$ cat config.mk
export PLATFORM = sky130hd
export DESIGN_NAME = pitch_spelling_in_key
export DESIGN_NICKNAME = d
export VERILOG_FILES = /design/src/rtl/psk_pkg.sv /design/src/rtl/pitch_spelling_in_key.sv /design/src/rtl/psk_key_map.sv /design/src/rtl/psk_speller.sv
export SDC_FILE = /design/constraint.sdc
export NUM_CORES = 1
export LEC_CHECK = 0
export BUFFER_PORTS_ARGS = -buffer_cell sky130_fd_sc_hd__buf_2
export CELL_PAD_IN_SITES_DETAIL_PLACEMENT = 1
export CELL_PAD_IN_SITES_GLOBAL_PLACEMENT = 2
export CORE_UTILIZATION = 39
export CTS_CLUSTER_DIAMETER = 60
export DETAILED_ROUTE_END_ITERATION = 8
export PLACE_DENSITY = 0.92
export RECOVER_POWER = 25
export SLEW_MARGIN = 20
export SYNTH_ARGS = -nofsm -noshare
export SYNTH_HDL_FRONTEND = slang
export SYNTH_SLANG_ARGS = --single-unit
$ cat constraint.sdc
create_clock -name clk -period 9.6 [get_ports clk]
set_input_delay 1.92 -clock clk [delete_from_list [all_inputs] [get_ports clk]]
set_output_delay 1.92 -clock clk [all_outputs]
set_load 0.1 [all_outputs]
$ cat src/rtl/psk_pkg.sv
// Shared types, constants and lookup functions for the key signature pitch speller.
`default_nettype none
package psk_pkg;

	localparam int NumLetters      = 7;
	localparam int OctaveSemitones = 12;

	// Alteration codes, two bit two's complement.
	localparam logic [1:0] AccNatural = 2'b00;
	localparam logic [1:0] AccSharp   = 2'b01;
	localparam logic [1:0] AccFlat    = 2'b11;

	// Pitch class of each unaltered letter, C through B.
	localparam logic [3:0] LetterPc [NumLetters] = '{
		4'd0, 4'd2, 4'd4, 4'd5, 4'd7, 4'd9, 4'd11
	};

	// Place of each letter in the order in which sharps are added (F C G D A E B).
	localparam logic [2:0] SharpPos [NumLetters] = '{
		3'd1, 3'd3, 3'd5, 3'd0, 3'd2, 3'd4, 3'd6
	};

	// Place of each letter in the order in which flats are added (B E A D G C F).
	localparam logic [2:0] FlatPos [NumLetters] = '{
		3'd5, 3'd3, 3'd1, 3'd6, 3'd4, 3'd2, 3'd0
	};

	typedef logic [2:0] letter_t;
	typedef logic [3:0] pc_t;

	// What the key signature puts on each letter.
	typedef struct packed {
		logic [NumLetters-1:0] sharp_mask;
		logic [NumLetters-1:0] flat_mask;
		logic                  sharp_key;
	} key_map_t;

	// One spelled note.
	typedef struct packed {
		letter_t     letter;
		logic [1:0]  accidental;
		logic [4:0]  octave_number;
		logic        in_key;
	} spell_t;

	// Letter that names a pitch class: the letter itself for a white key,
	// the letter a semitone below for a black key.
	function automatic letter_t pc_letter(input pc_t pc);
		letter_t l;
		case (pc)
			4'd0, 4'd1:  l = 3'd0;
			4'd2, 4'd3:  l = 3'd1;
			4'd4:        l = 3'd2;
			4'd5, 4'd6:  l = 3'd3;
			4'd7, 4'd8:  l = 3'd4;
			4'd9, 4'd10: l = 3'd5;
			4'd11:       l = 3'd6;
			default:     l = 3'd0;
		endcase
		return l;
	endfunction

	// True when the pitch class is that of an unaltered letter.
	function automatic logic pc_is_natural(input pc_t pc);
		logic n;
		case (pc)
			4'd1, 4'd3, 4'd6, 4'd8, 4'd10: n = 1'b0;
			default:                       n = 1'b1;
		endcase
		return n;
	endfunction

endpackage
`default_nettype wire

$ cat src/rtl/pitch_spelling_in_key.sv
// Top level of the key signature pitch speller: registers, handshake and key register.
//
//  Channel   Direction  Handshake                  Payload
//  note      in         note_valid / note_ready    note_number
//  spell     out        spell_valid / spell_ready  letter, accidental, octave_number, in_key
//  key       config     key_we                     key_accidentals
//
// A request is registered on acceptance, spelled in the next cycle by the
// speller logic and held in the result register; one note per cycle is
// sustained while the result is taken. Reset clears the key to C major and
// empties both stages. A stalled result holds its register while the input
// stage still takes one more request; ready then drops until the result is taken.
`default_nettype none
module pitch_spelling_in_key (
	input  wire logic       clk,
	input  wire logic       arst_n,
	input  wire logic       key_we,
	input  wire logic [3:0] key_accidentals,
	input  wire logic       note_valid,
	output logic            note_ready,
	input  wire logic [6:0] note_number,
	output logic            spell_valid,
	input  wire logic       spell_ready,
	output logic [2:0]      letter,
	output logic [1:0]      accidental,
	output logic [4:0]      octave_number,
	output logic            in_key
);

	logic              [3:0] key_q;
	logic                    valid_s1;
	logic              [6:0] note_s1;
	logic                    valid_s2;
	psk_pkg::spell_t         spell_s2;
	psk_pkg::key_map_t       key_map;
	psk_pkg::spell_t         spell;
	logic                    load_s2;
	logic                    load_s1;

	// Stage control: each stage moves when the one after it has room.
	always_comb begin
		load_s2    = valid_s1 && (!valid_s2 || spell_ready);
		note_ready = !valid_s1 || load_s2;
		load_s1    = note_valid && note_ready;
	end

	// Key register and stage valid bits.
	always_ff @(posedge clk or negedge arst_n) begin
		if (!arst_n) begin
			key_q    <= 4'd0;
			valid_s1 <= 1'b0;
			valid_s2 <= 1'b0;
		end else begin
			if (key_we) begin
				key_q <= key_accidentals;
			end
			if (note_ready) begin
				valid_s1 <= note_valid;
			end
			if (!valid_s2 || spell_ready) begin
				valid_s2 <= valid_s1;
			end
		end
	end

	// Payload registers.
	always_ff @(posedge clk) begin
		if (load_s1) begin
			note_s1 <= note_number;
		end
		if (load_s2) begin
			spell_s2 <= spell;
		end
	end

	psk_key_map u_key_map (
		.key_accidentals (key_q),
		.key_map         (key_map)
	);

	psk_speller u_speller (
		.note_number (note_s1),
		.key_map     (key_map),
		.spell       (spell)
	);

	// Result outputs.
	always_comb begin
		spell_valid   = valid_s2;
		letter        = spell_s2.letter;
		accidental    = spell_s2.accidental;
		octave_number = spell_s2.octave_number;
		in_key        = spell_s2.in_key;
	end

`ifndef ASSERT_OFF
	a_accept_fills_s1: assert property (@(posedge clk) disable iff (!arst_n)
		load_s1 |=> valid_s1)
		else $error("accepted request did not reach the input stage");

	a_s1_holds: assert property (@(posedge clk) disable iff (!arst_n)
		(valid_s1 && !load_s2) |=> (valid_s1 && $stable(note_s1)))
		else $error("blocked input stage lost its note");

	a_acc_code: assert property (@(posedge clk) disable iff (!arst_n)
		spell_valid |-> (accidental != 2'b10))
		else $error("accidental outside flat, natural, sharp");

	a_letter_range: assert property (@(posedge clk) disable iff (!arst_n)
		spell_valid |-> (letter <= 3'd6))
		else $error("letter index out of range");

	a_octave_range: assert property (@(posedge clk) disable iff (!arst_n)
		spell_valid |-> ($signed(octave_number) >= -5'sd2 && $signed(octave_number) <= 5'sd9))
		else $error("octave number out of range");
`endif

endmodule
`default_nettype wire

$ cat src/rtl/psk_key_map.sv
// Decodes the key signature register into per-letter sharp and flat masks.
`default_nettype none
module psk_key_map (
	input  wire logic [3:0]       key_accidentals,
	output psk_pkg::key_map_t     key_map
);

	logic       key_neg;
	logic       key_valid;
	logic [2:0] key_mag;

	// A zero or positive signature counts as a sharp key; the minus eight
	// pattern alters nothing but still ranks as a flat key.
	always_comb begin
		key_neg   = key_accidentals[3];
		key_valid = (key_accidentals != 4'b1000);
		key_mag   = key_neg ? (3'd0 - key_accidentals[2:0]) : key_accidentals[2:0];
	end

	// Each letter is altered when its place in the order is below the count.
	always_comb begin
		key_map.sharp_key = !key_neg;
		for (int s = 0; s < psk_pkg::NumLetters; s++) begin
			key_map.sharp_mask[s] = !key_neg && (psk_pkg::SharpPos[s] < key_mag);
			key_map.flat_mask[s]  = key_neg && key_valid &&
				(psk_pkg::FlatPos[s] < key_mag);
		end
	end

endmodule
`default_nettype wire

$ cat src/rtl/psk_speller.sv
// Spells one note number under the decoded key signature.
`default_nettype none
module psk_speller (
	input  wire logic [6:0]        note_number,
	input  wire psk_pkg::key_map_t key_map,
	output psk_pkg::spell_t        spell
);

	logic [12:0]                   prod;
	logic [3:0]                    q_est;
	logic [7:0]                    r_ext;
	logic [3:0]                    oct_q;
	psk_pkg::pc_t                  pc;
	logic [psk_pkg::NumLetters-1:0] match;
	psk_pkg::pc_t                  tgt;
	psk_pkg::letter_t              key_letter;
	logic [1:0]                    key_acc;
	logic                          found;
	psk_pkg::letter_t              base_letter;
	psk_pkg::letter_t              out_letter;
	logic [1:0]                    out_acc;
	logic [4:0]                    adj;

	// Split the note into octave and pitch class: reciprocal multiply by
	// 43/512, then one compare and subtract to correct the estimate.
	always_comb begin
		prod  = {6'd0, note_number} * 13'd43;
		q_est = prod[12:9];
		r_ext = {1'b0, note_number} - 8'({4'd0, q_est} * 8'd12);
		if (r_ext >= 8'(psk_pkg::OctaveSemitones)) begin
			oct_q = q_est + 4'd1;
			pc    = 4'(r_ext - 8'(psk_pkg::OctaveSemitones));
		end else begin
			oct_q = q_est;
			pc    = r_ext[3:0];
		end
	end

	// Compare each letter with its key alteration against the pitch class.
	always_comb begin
		for (int s = 0; s < psk_pkg::NumLetters; s++) begin
			if (key_map.sharp_mask[s]) begin
				tgt = (psk_pkg::LetterPc[s] == 4'd11) ? 4'd0 : psk_pkg::LetterPc[s] + 4'd1;
			end else if (key_map.flat_mask[s]) begin
				tgt = (psk_pkg::LetterPc[s] == 4'd0) ? 4'd11 : psk_pkg::LetterPc[s] - 4'd1;
			end else begin
				tgt = psk_pkg::LetterPc[s];
			end
			match[s] = (tgt == pc);
		end
	end

	// The lowest matching letter wins.
	always_comb begin
		key_letter = 3'd0;
		key_acc    = psk_pkg::AccNatural;
		for (int s = psk_pkg::NumLetters - 1; s >= 0; s--) begin
			if (match[s]) begin
				key_letter = 3'(s);
				if (key_map.sharp_mask[s]) begin
					key_acc = psk_pkg::AccSharp;
				end else if (key_map.flat_mask[s]) begin
					key_acc = psk_pkg::AccFlat;
				end else begin
					key_acc = psk_pkg::AccNatural;
				end
			end
		end
		found = |match;
	end

	// Outside the key a white key stays natural; a black key is spelled
	// as a sharp in a sharp key and as a flat otherwise.
	always_comb begin
		base_letter = psk_pkg::pc_letter(pc);
		if (found) begin
			out_letter = key_letter;
			out_acc    = key_acc;
		end else if (psk_pkg::pc_is_natural(pc)) begin
			out_letter = base_letter;
			out_acc    = psk_pkg::AccNatural;
		end else if (key_map.sharp_key) begin
			out_letter = base_letter;
			out_acc    = psk_pkg::AccSharp;
		end else begin
			out_letter = base_letter + 3'd1;
			out_acc    = psk_pkg::AccFlat;
		end
	end

	// The octave follows the unaltered letter, which can cross a C boundary.
	always_comb begin
		if (out_acc == psk_pkg::AccSharp && pc == 4'd0) begin
			adj = 5'h1F;
		end else if (out_acc == psk_pkg::AccFlat && pc == 4'd11) begin
			adj = 5'd1;
		end else begin
			adj = 5'd0;
		end
		spell.letter        = out_letter;
		spell.accidental    = out_acc;
		spell.octave_number = {1'b0, oct_q} - 5'd1 + adj;
		spell.in_key        = found;
	end

endmodule
`default_nettype wire
# [Word level (Yosys, flattened, before mapping)]
# Memories as Yosys holds them, arrays and structs flattened.
# Index checks and enable logic that the tools add are counted.
[totals] output_inout_bits=13 mem_bits_ro=48 in_bits=16 mem_count=1 ff_bits=24
[classes] eq_ne=16 multipliers=2 n_reduce_logical=27 magnitude_cmp=8 muxes=55 addsub=7
[mem_list] name="(no name shown)" words=16 word_bits=3 rd=1 rd_clocked_by_memory_dff=0 wr=0 line="psk_pkg.sv:50" source="case (pc)"
[ops] cell="$mux 2" count=25
[ops] cell="$mux 4" count=10
[ops] cell="$mux 3" count=12
[ops] cell="$eq 4x4->1" count=7
[ops] cell="$logic_and 1x1->1" count=19
[ops] cell="$mul 7x6->13 const B" count=1
[ops] cell="$eq 4x4->1 const B" count=3
[ops] cell="$lt 3x3->1 const A" count=3
[ops] cell="$ge 8x4->1 const B" count=1
[ops] cell="$sub 7x8->8" count=1
[ops] cell="$mux 1" count=7
[ops] cell="$reduce_or 7->1" count=1
[ops] cell="$lt 1x3->1 const A" count=2
[ops] cell="$lt 2x3->1 const A" count=2
[ops] cell="$mul 4x2->6 const B" count=1
[ops] cell="$add 5x5->5" count=1
[ops] cell="$mux 5" count=1
[ops] cell="$reduce_or 5->1" count=1
[ops] cell="$sub 4x1->5 const B" count=1
[ops] cell="$add 4x1->4 const B" count=1
[ops] cell="$eq 4x1->1 const B" count=1
[ops] cell="$eq 4x2->1 const B" count=1
[ops] cell="$eq 4x3->1 const B" count=1
[ops] cell="$logic_not 4->1" count=1
[ops] cell="other kinds (8)" count=11

# [Logic depth before layout (Yosys ltp)]
[depth] word_depth=20 depth_mapped=36 depth_no_buf=36

# [By module]
# Synthesis repeated with hierarchy kept, for this count alone.
[unflattened] cells_unflattened=384 hier_area_um2=3362.0
[by_module_without_submodules] mod="psk_speller" cells_per_inst=322 n_inst=1 area_per_inst_um2=2414.8
[by_module_without_submodules] mod="pitch_spelling_in_key" cells_per_inst=34 n_inst=1 area_per_inst_um2=787.0
[by_module_without_submodules] mod="psk_key_map" cells_per_inst=28 n_inst=1 area_per_inst_um2=160.2

# [Worst setup path before layout]
# Ideal clock, no wire load.
[synth_timing] path_kind="register to register" from="reg note_s1[1]" to="reg spell_s2 (netlist bit octave_number[3]) (data pin)" path_buffers=0 required_time_ns=9.343 path_stages_with_launch=35 setup_slack_ns=1.263 t_arrival_ns=8.080 setup_ns=0.257 cell_sequence="edfxtp_1 -> ha_1 -> inv_1 -> fa_1 -> fa_1 -> inv_1 -> ha_1 -> a21oi_1 -> o21ai_2 -> a21o_1 -> a21oi_1 -> nor2b_1 -> nor2_1 -> xnor2_1 -> ha_1 -> fa_1 -> inv_1 -> ha_1 -> or2_1 -> o22ai_2 -> mux2i_4 -> nor4_4 -> a311o_2 -> nor2_4 -> mux2_2 -> a211oi_2 -> nand4_2 -> o22a_2 -> and3_1 -> o221ai_1 -> ha_1 -> inv_1 -> ha_1 -> fa_1 -> xor2_1"
[synth_lines] item="start: declaration" line="pitch_spelling_in_key.sv:32" source="logic [6:0] note_s1;"
[synth_lines] item="start signal: assignment" line="pitch_spelling_in_key.sv:69" source="note_s1 <= note_number;"
[synth_lines] item="end signal: assignment" line="pitch_spelling_in_key.sv:72" source="spell_s2 <= spell;"
[synth_lines] item="end: declaration" line="pitch_spelling_in_key.sv:34" source="psk_pkg::spell_t spell_s2;"

==> metrics <==
Synth area leaders sky130_fd_sc_hd__ha_1 (18%), sky130_fd_sc_hd__edfxtp_1 (15%), sky130_fd_sc_hd__fa_1 (5.1%), sky130_fd_sc_hd__xnor2_1 (4.4%), sky130_fd_sc_hd__dfrtp_1 (4.2%); average routed wire per standard cell 17.9 um; Worst EP required 9640 ps; fraction of synthesized area in multiplexers 0.0246; Layout Nets 476; number of iterations in the first detailed-routing pass 4; Async S/R FF share, synth 0.250; unrepaired setup endpoints after global routing false; number of violations of the max-capacitance limit 0; CTS max path bufs 2; core outline area 0.00876 mm^2; pins over their slew limit 0; post-synth design cell area 0.00356 mm^2; CP endpoint kind flop; flip-flop and latch count after synthesis 24; number of global-route vias before repair 3231; number of design-rule violations left by the first detailed-router iteration 94; Critical Path Slowest Stage Cell sky130_fd_sc_hd__fa_1; Tmin final 9060 ps; vias 3031; Finished Cell Area 0.00386 mm^2; met2 layer usage reported by global route 0.345; Post-CTS Hold Buffers 0; TritonCTS clock tree built; Final Wtd Congestion 0.910; number of library cell types mapped by synthesis 80; cell area after placement 0.00381 mm^2; portion of synthesized cell area occupied by the leading cell type 0.176; Chip Height 97.6 um; parity-gate share of the synthesized area counting xor and xnor cells 0.0643; cell count after synthesis 376; pin slew with the least headroom to its limit 685 ps; combinational family with the most area after synthesis compound AO/OA/AOI/OAI gates; number of clock sinks 24; final critical-path share of the clock period 0.943; cell repeated most along the worst path sky130_fd_sc_hd__ha_1; hold crit path type flop to flop; worst relative slew slack 0.539; CP max stage delay 540 ps; via density per instance 5.97; Post-CTS Resized 0; number of cell rows 34; DR DRC count 0; root buf cell sky130_fd_sc_hd__clkbuf_8; horizontal extent of the die 97.6 um; fill cell count 1022; fraction of final layout cells with drive strength greater than 1 0.190; TritonCTS Buffers 3; crit path kind flop to flop; Most Used Layer, Global Route met2; status finished, final reports clean; number of enable flip-flop cells after synthesis 18; simple-gate area share of the yosys netlist 0.188; peak fanout along the critical path 10; total I/O pin count 29; DPL Wire Length 7780 um; area fraction in compound gates after synthesis 0.253; Worst EP arrival 9090 ps; cell type with the highest aggregate area in the netlist sky130_fd_sc_hd__ha_1; initial antenna violation count 0; number of post-CTS setup repair buffers 0; mean cell area of the mapped netlist 9.47 um^2; total routing usage reported by global routing 0.198; summed negative setup slack over all endpoints 0 ps; wirelength, routed 9070 um; met1 Use GR 0.252; clock network latency to the later pin of the worst-skew pair 280 ps; Finish-stage setup viols 0; top_reg_cell synth sky130_fd_sc_hd__edfxtp_1; f_max 0.110 GHz; largest net degree at the start of global routing 22; Hold Vio Cnt, Final 0; first-pass GRT wire length 15300 um; remaining antenna violation count after routing 0; share of synthesized area occupied by flip-flops and latches 0.194; final global-route overflow total 0; Die Area 0.00952 mm^2; P&R area growth vs syn 8.32%; Yosys Warn Count 0; input/output buffers 28; clock input transition at the sequential cells of the worst setup and hold paths 90 ps; kind of start point of the critical path flop; number of inserted diodes 0; deepest level of the CTS H-tree 1; initial standard-cell utilization of the core 0.406; met3 Usage GRT 0.0245; synthesized net count 451; adder and majority cell fraction of the synthesized area 0.226; largest clock skew in the final design 5.61 ps
==> area by class of cell <==
cell class	instances	area [um^2]	share of cell area
clock buffers	4	55.1	0.0143
inverters	36	135	0.0350
multi-input cells	306	2690	0.697
flip-flops and latches	24	691	0.179
well taps	108	135	0.0350
repair buffers	30	153	0.0396
==> placed cells by master, fill, tap and decap left out, drive strengths merged, types with 3 or more instances in the layout <==
cell type  count
a211oi         8
a21o           3
a21oi         24
a311o          5
a311oi         3
and2           6
and3           7
buf           28
clkbuf         6
dfrtp          6
edfxtp        18
fa             9
ha            50
inv           35
mux2           4
mux2i          3
nand2         20
nand2b         7
nand3          9
nand4          3
nor2          22
nor2b          4
nor3           5
nor4           8
o2111ai        6
o211ai         6
o21a           4
o21ai         14
o21bai         3
o22ai          6
o31ai          4
or2            7
or3            4
xnor2         18
xor2           6
==> sequential cells by signal, summed over array words and instances, names as in the netlist <==
signal and cells:
spell_valid 1, note_s1 7, accidental 2, in_key 1
valid_s1 1, key_q 4, letter 3, octave_number 5
==> per-stage QoR <==
stage	setup WS, ps	cells	hold WS [ps]	utilization
global route	106	508	537	0.440
global placement	841	504	463	0.434
finish	545	508	495	0.440
detailed placement	541	504	486	0.434
floorplan	1260	376	449	-
CTS	527	508	501	0.441
==> kinds of logic (layout without fill, tap and decap cells) <==
logic type	Yosys count	in the layout
AO/OA/AOI/OAI	108	108
XOR/XNOR	24	24
adder cells (fa/ha/maj)	59	59
buffers and inverters	46	70
flip-flops	24	24
multiplexers	7	7
AND/OR/NAND/NOR	108	108
==> synth_stat cells (5+ instances only) <==
master,n
sky130_fd_sc_hd__dfrtp_1,6
sky130_fd_sc_hd__fa_1,9
sky130_fd_sc_hd__xor2_1,5
sky130_fd_sc_hd__ha_1,50
sky130_fd_sc_hd__o211ai_1,6
sky130_fd_sc_hd__inv_1,34
sky130_fd_sc_hd__o2111ai_1,5
sky130_fd_sc_hd__xnor2_1,18
sky130_fd_sc_hd__nand2b_1,7
sky130_fd_sc_hd__clkbuf_1,8
sky130_fd_sc_hd__o21ai_0,10
sky130_fd_sc_hd__edfxtp_1,18
sky130_fd_sc_hd__a21oi_1,23
sky130_fd_sc_hd__nor2_1,21
sky130_fd_sc_hd__and2_1,5
sky130_fd_sc_hd__nand2_1,19
sky130_fd_sc_hd__and3_1,7
sky130_fd_sc_hd__nand3_1,9
sky130_fd_sc_hd__a211oi_1,7
==> critical path: cells and delay by family, from the launching register on <==
family                   cells  cell delay [ps]
flip-flops                   1              490
XOR/XNOR                     3              680
buffers and inverters        4              190
AND/OR/NAND/NOR              7             1130
adder cells (fa/ha/maj)     10             3580
multiplexers                 2              800
AO/OA/AOI/OAI                8             1950
==> layer usage <==
layer	vias up	wire length [um]
li1	1458	-
met1	1470	4010
met2	81	4430
met3	22	393
met4	0	240
met5	-	0
==> path summary, 6_finish.rpt <==
path	start	end	slack (ps)	cells past startpoint
max	note_s1[3]$_DFFE_PP_	octave_number[3]$_DFFE_PP_	540	34
min	valid_s1$_DFFE_PN0N_	spell_valid$_DFFE_PN0P_	490	1
max reg2reg	note_s1[3]$_DFFE_PP_	octave_number[3]$_DFFE_PP_	540	34
min reg2reg	valid_s1$_DFFE_PN0N_	spell_valid$_DFFE_PN0P_	490	1
max in group asynchronous	arst_n	valid_s1$_DFFE_PN0N_	7870	1
min in group asynchronous	arst_n	key_q[2]$_DFFE_PN0P_	1500	1
Power is left out: the tool's default activity adds up to more than one toggle a clock period on the data nets, which glitch-free logic cannot reach.
